===== config.mk =====
export PLATFORM = sky130hd
export DESIGN_NAME = qfr_ctrl
export DESIGN_NICKNAME = d
export VERILOG_FILES = /design/src/rtl/core/qfr_pkg.sv /design/src/rtl/core/qfr_ctrl.sv
export SDC_FILE = /design/constraint.sdc
export NUM_CORES = 1
export LEC_CHECK = 0
export BUFFER_PORTS_ARGS = -buffer_cell sky130_fd_sc_hd__buf_2
export CELL_PAD_IN_SITES_DETAIL_PLACEMENT = 1
export CELL_PAD_IN_SITES_GLOBAL_PLACEMENT = 2
export CORE_AREA = 3 3 40 42
export DETAILED_ROUTE_END_ITERATION = 16
export DIE_AREA = 0 0 43 45
export GPL_ROUTABILITY_DRIVEN = 0
export GPL_TIMING_DRIVEN = 0
export PLACE_DENSITY_LB_ADDON = 0.1
export SLEW_MARGIN = 5
export SYNTH_ARGS = -nofsm -noshare
export SYNTH_HDL_FRONTEND = slang
export SYNTH_SLANG_ARGS = --single-unit

===== constraint.sdc =====
create_clock -name clk -period 2.2 [get_ports clk]
set_input_delay 0 -clock clk [delete_from_list [all_inputs] [get_ports clk]]
set_output_delay 0 -clock clk [all_outputs]
set_load 0.02 [all_outputs]

===== src/rtl/core/qfr_pkg.sv =====
// ----------------------------------------------------------------------------
// qfr_pkg
// Shared types and constants of the quad fade and rotate pipeline.
// ----------------------------------------------------------------------------
package qfr_pkg;

	localparam int NUM_VERT   = 4;
	localparam int NUM_STAGES = 5;
	localparam int COORD_W    = 20;
	localparam int COLOR_W    = 32;
	localparam int TRIG_W     = 16;
	localparam int CFG_IDX_W  = 3;
	localparam int CFG_DATA_W = 32;

	localparam logic [CFG_IDX_W-1:0] CFG_FADE_EN  = 3'd0;
	localparam logic [CFG_IDX_W-1:0] CFG_SPIN_EN  = 3'd1;
	localparam logic [CFG_IDX_W-1:0] CFG_REF_X    = 3'd2;
	localparam logic [CFG_IDX_W-1:0] CFG_REF_Y    = 3'd3;
	localparam logic [CFG_IDX_W-1:0] CFG_ROT_SIN  = 3'd4;
	localparam logic [CFG_IDX_W-1:0] CFG_ROT_COS  = 3'd5;

	localparam logic [TRIG_W-1:0]  COS_RESET   = 16'h4000;
	localparam logic [21:0]        FADE_FULL   = 22'h200000;
	localparam logic [30:0]        FADE_ROUND  = 31'h00100000;
	localparam logic signed [39:0] ROT_ROUND   = 40'sd16384;
	localparam logic signed [24:0] COORD_MAX   = 25'sd524287;
	localparam logic signed [24:0] COORD_MIN   = -25'sd524288;

	typedef logic signed [COORD_W-1:0] coord_t;
	typedef logic [COLOR_W-1:0]        color_t;
	typedef logic [NUM_STAGES-1:0]     adv_t;

	typedef struct packed {
		logic               fade_en;
		logic               spin_en;
		logic [COORD_W-1:0] ref_x;
		logic [COORD_W-1:0] ref_y;
		logic [TRIG_W-1:0]  rot_sin;
		logic [TRIG_W-1:0]  rot_cos;
	} cfg_t;

endpackage


===== src/rtl/core/qfr_ctrl.sv =====
// ----------------------------------------------------------------------------
// qfr_ctrl
// Valid bits and per-stage advance enables of the five-stage pipeline.
// ----------------------------------------------------------------------------
module qfr_ctrl (
	input  logic          clk,
	input  logic          arst_n,
	input  logic          in_valid,
	output logic          in_stall,
	output logic          out_valid,
	input  logic          out_stall,
	output qfr_pkg::adv_t adv
);
	import qfr_pkg::*;

	adv_t vld_q;

	always_comb begin
		adv[NUM_STAGES-1] = !vld_q[NUM_STAGES-1] || !out_stall;
		for (int k = NUM_STAGES - 2; k >= 0; k--) begin
			adv[k] = !vld_q[k] || adv[k+1];
		end
	end

	always_ff @(posedge clk or negedge arst_n) begin
		if (!arst_n) begin
			vld_q <= '0;
		end else begin
			if (adv[0]) begin
				vld_q[0] <= in_valid;
			end
			for (int k = 1; k < NUM_STAGES; k++) begin
				if (adv[k]) begin
					vld_q[k] <= vld_q[k-1];
				end
			end
		end
	end

	assign in_stall  = !adv[0];
	assign out_valid = vld_q[NUM_STAGES-1];

	a_stall_full: assert property (@(posedge clk) disable iff (!arst_n)
		in_stall |-> ((&vld_q) && out_stall))
		else $error("input stalled while the pipeline has room");

	a_free_out: assert property (@(posedge clk) disable iff (!arst_n)
		!out_stall |-> !in_stall)
		else $error("input stalled with a free receiver");

	a_last_move: assert property (@(posedge clk) disable iff (!arst_n)
		adv[NUM_STAGES-1] |=> (vld_q[NUM_STAGES-1] == $past(vld_q[NUM_STAGES-2])))
		else $error("last stage valid bit lost or invented");

	a_hold: assert property (@(posedge clk) disable iff (!arst_n)
		!adv[1] |=> vld_q[1])
		else $error("held stage dropped its item");

endmodule


==> run summary <==
# H-tree levels: 1
worst hold path class: in2reg
Seq/Total Area, Yosys: 0.595
vias in the first global route: 192
final core occ: 0.253
Area after DPL: 279 sq um
clock sink count: 5
relative slew slack: 0.885
Synth cell types: 11
crit share post-route: 0.571
cells after synthesis: 18
top post-synthesis cells by area: dfrtp_1 (60%), nand2b_1 (6.0%), and4_4 (5.4%)
count leader, synth: dfrtp_1
crit end category: output port
Ports: 11
worst endpoint data arrival time: 1.26 ns
Fillers: 155
area grow syn2layout: 54.8%
setup TNS: 0 ns
Biggest register: vld_q
global route total overflow: 0
Async S/R FF share, synth: 1.00
maximum capacitance violations: 0
mean post-synth cell area: 11.7 sq um
core box area: 1280 sq um
wire per inst: 10.9 um
Syn Nets: 22
RSZ-0062 raised after global routing: false
Primary FF master, synth: dfrtp_1
Largest register FFs: 5
Post-synth top cells: dfrtp_1 (5), nand2_1 (2), nand2b_1 (2), nand3_1 (2)
critical path class: reg2out
cts bufs inserted: 3
final hold vios: 0
Largest regs: vld_q x5
pre-CTS WS: 1.18 ns
leakage: 0.153 nW
final worst slack: 0.943 ns
measured slew at the worst slew-check pin: 0.172 ns
Antenna diodes: 0
routed via count: 188
initial drt markers: 0
Internal: 202 uW
Root Driver: clkbuf_4
P_sw: 80.4 uW
Die Height: 45 um
Final Setup Violations: 0
nets: 39
worst skew pair latency: 0.24 ns
clk_skew: 0.000483 ns
Max Buffers Root-to-Sink: 2
initial antenna violation count: 0
Worst EP required: 2.20 ns
crit start category: flip-flop
Die ar.: 1940 sq um
switching share of power: 0.285
DIE WIDTH: 43 um
Fin Hold WS: 0.0379 ns
Max Slew Vio Count: 0
clk slew on worst S/H paths: 0.04 ns
Vias per Instance: 3.84
Max Freq: 795 MHz
initial core utilization: 0.164
first-pass GRT wire length: 883 um
row count: 13
Clock Power Share: 0.362
CTS tree: done
total track usage: 0.0695
remaining antenna violation count after routing: 0
CP max FO: 7
Routed WL: 535 um
min Tclk post-route: 1.26 ns
dpl hpwl: 419 um
status: completed
layout cell share with drive strength beyond 1: 0.441
largest net degree at the start of global routing: 8
final instance area: 325 sq um
PwrDens: 867 nW/um^2
Sequential Power Share: 0.399
Syn. warnings: 0
DR DRC count: 0
cell area after synthesis: 210 sq um
TritonRoute pass-1 iters: 1
Post-synth EDFFs: 0
PortBufs: 10
largest area contributor in the netlist: dfrtp_1
#FFs+latches synth: 5
combinational share of power: 0.239
VDD IR max: 202 uV
share of the synthesized area in the top cell type: 0.595
==> power by group through the flow <==
| stage | Combinational, mW | Sequential, mW | Clock, mW |
|---|---|---|---|
| 3_3_place_gp | 0.0641 | 0.113 | 0 |
| 4_1_cts | 0.0685 | 0.112 | 0.109 |
| 2_1_floorplan | 0.0419 | 0.113 | 0 |
| 6_report | 0.0674 | 0.113 | 0.102 |
| 3_5_place_dp | 0.0657 | 0.113 | 0 |
| 5_1_grt | 0.0729 | 0.114 | 0.114 |
==> routing by layer <==
metal | up-vias | global-route usage | routed length (um)
li1 | 92 | - | -
met1 | 88 | 0.0733 | 230
met2 | 6 | 0.0928 | 264
met3 | 2 | 0.0398 | 37
met4 | 0 | 0.0723 | 4
met5 | - | 0 | 0
==> cell usage in the layout, fill, tap and decap left out <==
| master | count |
|---|---|
| buf_2 | 10 |
| clkbuf_1 | 1 |
| a21o_1 | 1 |
| dfrtp_1 | 5 |
| clkbuf_4 | 3 |
| and4_4 | 1 |
| and3_1 | 1 |
| nand3_1 | 2 |
| a31o_1 | 1 |
| buf_6 | 1 |
| or2_1 | 1 |
| dlygate4sd3_1 | 2 |
| inv_1 | 1 |
| nand2b_1 | 2 |
| nand2_1 | 2 |
==> metrics by stage <==
stage,total power [mW],std cells
after global placement,0.177,43
after CTS,0.290,49
after global routing,0.301,49
final,0.282,49
after detailed placement,0.179,43
after floorplan,0.155,18
==> critical path, stage by stage, from the launching register on <==
cell and delay [ns]:
dfrtp_1 0.38, and4_4 0.23, buf_6 0.11, and3_1 0.15
buf_2 0.16
==> cells by family after synthesis <==
logic type	Yosys count	synth area share
AND/OR/NAND/NOR	9	0.256
flip-flops	5	0.595
AO/OA/AOI/OAI	2	0.0774
buffers and inverters	2	0.0714
==> final timing paths <==
kind	slack, ns	depth (start not counted)	from	to
setup / recovery	0.94	4	vld_q[4]$_DFFE_PN0P_	in_stall
hold / removal	0.04	3	out_stall	vld_q[4]$_DFFE_PN0P_
setup reg to reg	1.18	3	vld_q[3]$_DFFE_PN0P_	vld_q[0]$_DFFE_PN0P_
hold reg to reg	0.47	1	vld_q[2]$_DFFE_PN0P_	vld_q[3]$_DFFE_PN0P_
max in group asynchronous	1.97	2	arst_n	vld_q[0]$_DFFE_PN0P_
min in group asynchronous	0.11	2	arst_n	vld_q[2]$_DFFE_PN0P_
==> area by class of cell <==
type / count / area, sq um / share of cell area
multi-input combinational: 11 / 70.1 / 0.215
tap: 15 / 18.8 / 0.0577
inverter: 1 / 3.75 / 0.0115
clock buffer: 4 / 26.3 / 0.0808
buffer: 1 / 11.3 / 0.0346
timing repair buffer: 12 / 70.1 / 0.215
sequential: 5 / 125 / 0.385
==> what timing repair did <==
item | in CTS | in global routing
hold buffers | 2 | 0
endpoints found under the hold margin | 6 | 0
buffers inserted | 0 | 0
gates resized for setup | 0 | 0
No activity file was read; power rests on OpenSTA's default activity.
