--- src/rtl/core/qfr_pkg.sv ---
// ----------------------------------------------------------------------------
// qfr_pkg
// Shared types and constants of the quad fade and rotate pipeline.
// ----------------------------------------------------------------------------
package qfr_pkg;

	localparam int NUM_VERT   = 4;
	localparam int NUM_STAGES = 5;
	localparam int COORD_W    = 20;
	localparam int COLOR_W    = 32;
	localparam int TRIG_W     = 16;
	localparam int CFG_IDX_W  = 3;
	localparam int CFG_DATA_W = 32;

	localparam logic [CFG_IDX_W-1:0] CFG_FADE_EN  = 3'd0;
	localparam logic [CFG_IDX_W-1:0] CFG_SPIN_EN  = 3'd1;
	localparam logic [CFG_IDX_W-1:0] CFG_REF_X    = 3'd2;
	localparam logic [CFG_IDX_W-1:0] CFG_REF_Y    = 3'd3;
	localparam logic [CFG_IDX_W-1:0] CFG_ROT_SIN  = 3'd4;
	localparam logic [CFG_IDX_W-1:0] CFG_ROT_COS  = 3'd5;

	localparam logic [TRIG_W-1:0]  COS_RESET   = 16'h4000;
	localparam logic [21:0]        FADE_FULL   = 22'h200000;
	localparam logic [30:0]        FADE_ROUND  = 31'h00100000;
	localparam logic signed [39:0] ROT_ROUND   = 40'sd16384;
	localparam logic signed [24:0] COORD_MAX   = 25'sd524287;
	localparam logic signed [24:0] COORD_MIN   = -25'sd524288;

	typedef logic signed [COORD_W-1:0] coord_t;
	typedef logic [COLOR_W-1:0]        color_t;
	typedef logic [NUM_STAGES-1:0]     adv_t;

	typedef struct packed {
		logic               fade_en;
		logic               spin_en;
		logic [COORD_W-1:0] ref_x;
		logic [COORD_W-1:0] ref_y;
		logic [TRIG_W-1:0]  rot_sin;
		logic [TRIG_W-1:0]  rot_cos;
	} cfg_t;

endpackage

--- src/rtl/core/qfr_fade.sv ---
// ----------------------------------------------------------------------------
// qfr_fade
// One vertex lane of the distance based alpha fade.
// ----------------------------------------------------------------------------
module qfr_fade (
	input  logic            clk,
	input  qfr_pkg::adv_t   adv,
	input  qfr_pkg::cfg_t   cfg,
	input  qfr_pkg::coord_t x,
	input  qfr_pkg::coord_t y,
	input  qfr_pkg::color_t color,
	output qfr_pkg::color_t color_out
);
	import qfr_pkg::*;

	logic signed [20:0] dx_s1, dy_s1;
	color_t             col_s1, col_s2, col_s3, col_s4, col_s5;
	logic [40:0]        sqx_s2, sqy_s2;
	logic [21:0]        f_s3;
	logic [29:0]        prod_s4;

	logic signed [41:0] sqx, sqy;
	logic [41:0]        sq_dist;
	logic [30:0]        rounded;

	assign sqx     = dx_s1 * dx_s1;
	assign sqy     = dy_s1 * dy_s1;
	assign sq_dist = {1'b0, sqx_s2} + {1'b0, sqy_s2};
	assign rounded = {1'b0, prod_s4} + FADE_ROUND;

	always_ff @(posedge clk) begin
		if (adv[0]) begin
			dx_s1  <= 21'($signed(cfg.ref_x)) - 21'(x);
			dy_s1  <= 21'($signed(cfg.ref_y)) - 21'(y);
			col_s1 <= color;
		end
		if (adv[1]) begin
			sqx_s2 <= sqx[40:0];
			sqy_s2 <= sqy[40:0];
			col_s2 <= col_s1;
		end
		if (adv[2]) begin
			f_s3   <= (sq_dist > 42'(FADE_FULL)) ? FADE_FULL : sq_dist[21:0];
			col_s3 <= col_s2;
		end
		if (adv[3]) begin
			prod_s4 <= 30'(col_s3[31:24]) * 30'(f_s3);
			col_s4  <= col_s3;
		end
		if (adv[4]) begin
			col_s5 <= cfg.fade_en ? {rounded[28:21], col_s4[23:0]} : col_s4;
		end
	end

	assign color_out = col_s5;

endmodule

--- config.mk ---
export PLATFORM = sky130hd
export DESIGN_NAME = qfr_fade
export DESIGN_NICKNAME = d
export VERILOG_FILES = /design/src/rtl/core/qfr_pkg.sv /design/src/rtl/core/qfr_fade.sv
export SDC_FILE = /design/constraint.sdc
export NUM_CORES = 2
export LEC_CHECK = 0
export ABC_AREA = 1
export BUFFER_PORTS_ARGS = -buffer_cell sky130_fd_sc_hd__buf_2
export CORE_MARGIN = 1
export CORE_UTILIZATION = 40
export CTS_CLUSTER_SIZE = 25
export DETAILED_ROUTE_END_ITERATION = 6
export PLACE_DENSITY = 0.59
export SKIP_LAST_GASP = 1
export SLEW_MARGIN = 20
export SYNTH_ARGS = -nofsm -noshare
export SYNTH_HDL_FRONTEND = slang
export SYNTH_SLANG_ARGS = --single-unit
--- constraint.sdc ---
create_clock -name clk -period 6.8 [get_ports clk]
set_input_delay 2.04 -clock clk [delete_from_list [all_inputs] [get_ports clk]]
set_output_delay 2.04 -clock clk [all_outputs]
set_load 0.01 [all_outputs]
==> results.json <==
{
  "finalMaxSlewViolations": 0,
  "finalWirelength_mm": 111,
  "slew_headroom_pct": 32.4,
  "routedWlPerCell_um": 14.7,
  "yosysWarnings": 0,
  "period_minus_slack_ns": 6.56,
  "synth_area_um2": 49900,
  "numClockSinks": 313,
  "cp.buffers_inverters": 9,
  "die_h_um": 355,
  "worstSetupPathType": "register to register",
  "ys_seq_elements": 313,
  "synth_compound_area_share_pct": 4.85,
  "synth_ff_type": "edfxtp_1",
  "nets": 7347,
  "grt_pass1_vias": 36900,
  "synth_adder_area_share_pct": 46.9,
  "drtIter0Drc": 2049,
  "required_ns": 7.09,
  "slowest_stage": "fa_1",
  "fillCellCount": 12000,
  "finalSetupViolations": 0,
  "regArea_um2": 9400,
  "antenna_found_initial": 0,
  "synth_xor_area_share_pct": 3.30,
  "cts_root_buf": "clkbuf_16",
  "rsz0062_at_grt": "true",
  "clkSlewWorstSetupHoldPaths_ns": 0.06,
  "fp.coreArea_um2": 124000,
  "drive_above_1_share_pct": 9.41,
  "finalHoldViolations": 0,
  "ant_nets": 0,
  "violations": "design-rule violations",
  "die_area_um2": 126000,
  "htreeDepth": 2,
  "port-buffer-count": 150,
  "ys_seq_area_share_pct": 18.8,
  "grt_max_degree": 80,
  "min_period_over_period_pct": 96.4,
  "fmax_mhz": 153,
  "grt_pass1_wl_mm": 186,
  "synthArstFlopShare_pct": 0,
  "synth_cell_types": 51,
  "post-route-drc-count": 48,
  "fin_hold_ws_ns": 0.415,
  "cp-start-kind": "register",
  "grt-ovfl-total": 0,
  "design_area_um2": 55700,
  "cts_tree": "yes",
  "start_util_pct": 40.3,
  "synth_top_family_by_area": "adder cells",
  "critPathMaxStageDelay_ns": 0.57,
  "status": "finished with violations",
  "synth_edf_count": 313,
  "syn_area_per_cell_um2": 8.94,
  "die_width_um": 355,
  "synthSimpleGateAreaFrac_pct": 12.4,
  "ios": 184,
  "path_max_fanout": 8,
  "gp_congestion": 0.902,
  "netlist_instances": 5586,
  "critical_path.top_delay_family": "adder cells",
  "syn2layout_area_growth_pct": 11.6,
  "cts_max_path_buffers": 3,
  "synth_mux_area_share_pct": 0,
  "dp_hpwl_mm": 95.2,
  "maxCapViolations": 0,
  "worst_slew_pin_slew_ns": 1.01,
  "numCtsBuffers": 35,
  "dpl-instance-area_um2": 54000,
  "multi_input_area_um2": 34000,
  "hold_path.class": "register to register",
  "grt_usage_pct": 18.2,
  "skew_ns": 0.0321,
  "drt_pass1_iterations": 7,
  "syn_nets": 7048,
  "end_kind": "register",
  "clock_latency_ns": 0.58,
  "arrival_ns": 6.85,
  "viasPerCell": 4.67,
  "vias": 35300,
  "rows": 129
}
-- cells in the mapped netlist (18+ instances only) --
| library cell | count | share of area, % |
|---|---|---|
| nand3_1 | 85 | 0.85 |
| o21ai_0 | 97 | 0.97 |
| nand4_1 | 24 | 0.30 |
| ha_1 | 371 | 9.3 |
| nor2_1 | 220 | 1.7 |
| a21oi_2 | 21 | 0.37 |
| edfxtp_1 | 313 | 19 |
| clkbuf_1 | 108 | 0.81 |
| o21bai_1 | 23 | 0.35 |
| fa_1 | 939 | 38 |
| nand2_1 | 1157 | 8.7 |
| xnor2_1 | 74 | 1.3 |
| a31oi_1 | 18 | 0.23 |
| xor2_1 | 114 | 2.0 |
| inv_1 | 1664 | 13 |
| nor3_1 | 18 | 0.18 |
| a21oi_1 | 195 | 2.0 |
-- registers in the layout, indices dropped and copies added (netlist names), 21 cells and up --
signal	flops
dy_s1	21
sqy_s2	40
color_out	32
col_s2	32
sqx_s2	40
col_s1	32
col_s3	32
f_s3	22
col_s4	32
dx_s1	21
-- logic make-up after synthesis --
group	Yosys count
DFF	313
adders and majority gates	1310
and+or+nand+nor	1557
xor gates and xnor gates	188
buffers and inverters	1801
AOI/OAI and AO/OA	417
-- worst paths after layout --
check             from         end  slack [ns]  cells past startpoint
max          dy_s1[20]  sqy_s2[40]        0.24                     28
min          col_s3[1]   col_s4[1]        0.42                      0
max reg2reg  dy_s1[20]  sqy_s2[40]        0.24                     28
min reg2reg  col_s3[1]   col_s4[1]        0.42                      0
-- cells in the final DEF, fill, tap and decap left out, types with 6 or more instances in the layout --
master	instances
or2_2	8
nor3_1	14
clkinv_1	9
nand3_1	83
o21ai_1	11
nand2_1	1155
a21oi_1	185
clkbuf_16	36
a21o_1	16
buf_2	148
o21a_1	7
a31oi_1	16
xor2_1	114
nor3_2	9
nand3b_1	7
buf_12	27
fa_1	934
o221ai_1	7
nor2_1	212
o21bai_1	22
clkinv_2	6
ha_1	362
edfxtp_1	313
o31ai_1	6
o21ai_0	88
xnor2_1	74
nand4_1	24
buf_6	8
a21oi_2	31
o211ai_1	7
inv_1	1663
nand2_2	16
buf_4	209
nor2_2	12
-- layer usage --
| layer | part of all wire, % | track usage (%) | vias to the layer above |
|---|---|---|---|
| met5 | 0 | 0 | - |
| li1 | - | - | 17000 |
| met2 | 49 | 31.4 | 640 |
| met4 | 2.2 | 4.42 | 0 |
| met1 | 44 | 24.8 | 17500 |
| met3 | 4.0 | 1.67 | 124 |
-- stage by stage --
stage | TNS (ns) | util, % | setup slack, ns | cells
final | 0 | 45.0 | 0.244 | 7546
after global routing | -0.178 | 45.0 | -0.0546 | 7545
after CTS | 0 | 44.6 | 0.0563 | 7517
after detailed placement | 0 | 43.6 | 0.0368 | 7452
after global placement | 0 | 43.6 | 0.0571 | 7452
after floorplan | 0 | - | 0.104 | 5586
-- final cells by class --
class | count | share of cell area [%]
multi-input combinational | 3472 | 60.9
sequential | 313 | 16.9
inverter | 1670 | 11.3
timing repair buffer | 393 | 5.32
clock buffer | 39 | 1.60
tap | 1637 | 3.68
clock inverter | 21 | 0.326
antenna | 1 | 0.00449
-- repair_timing --
item	4_1_cts	5_1_grt
resized for setup	0	69
setup endpoints to repair	3	29
cloned	0	1
pin swaps	0	15
buffers inserted	5	27
hold buffers	0	0
Power is left out: the tool's default activity adds up to more than one toggle a clock period on the data nets, which glitch-free logic cannot reach.
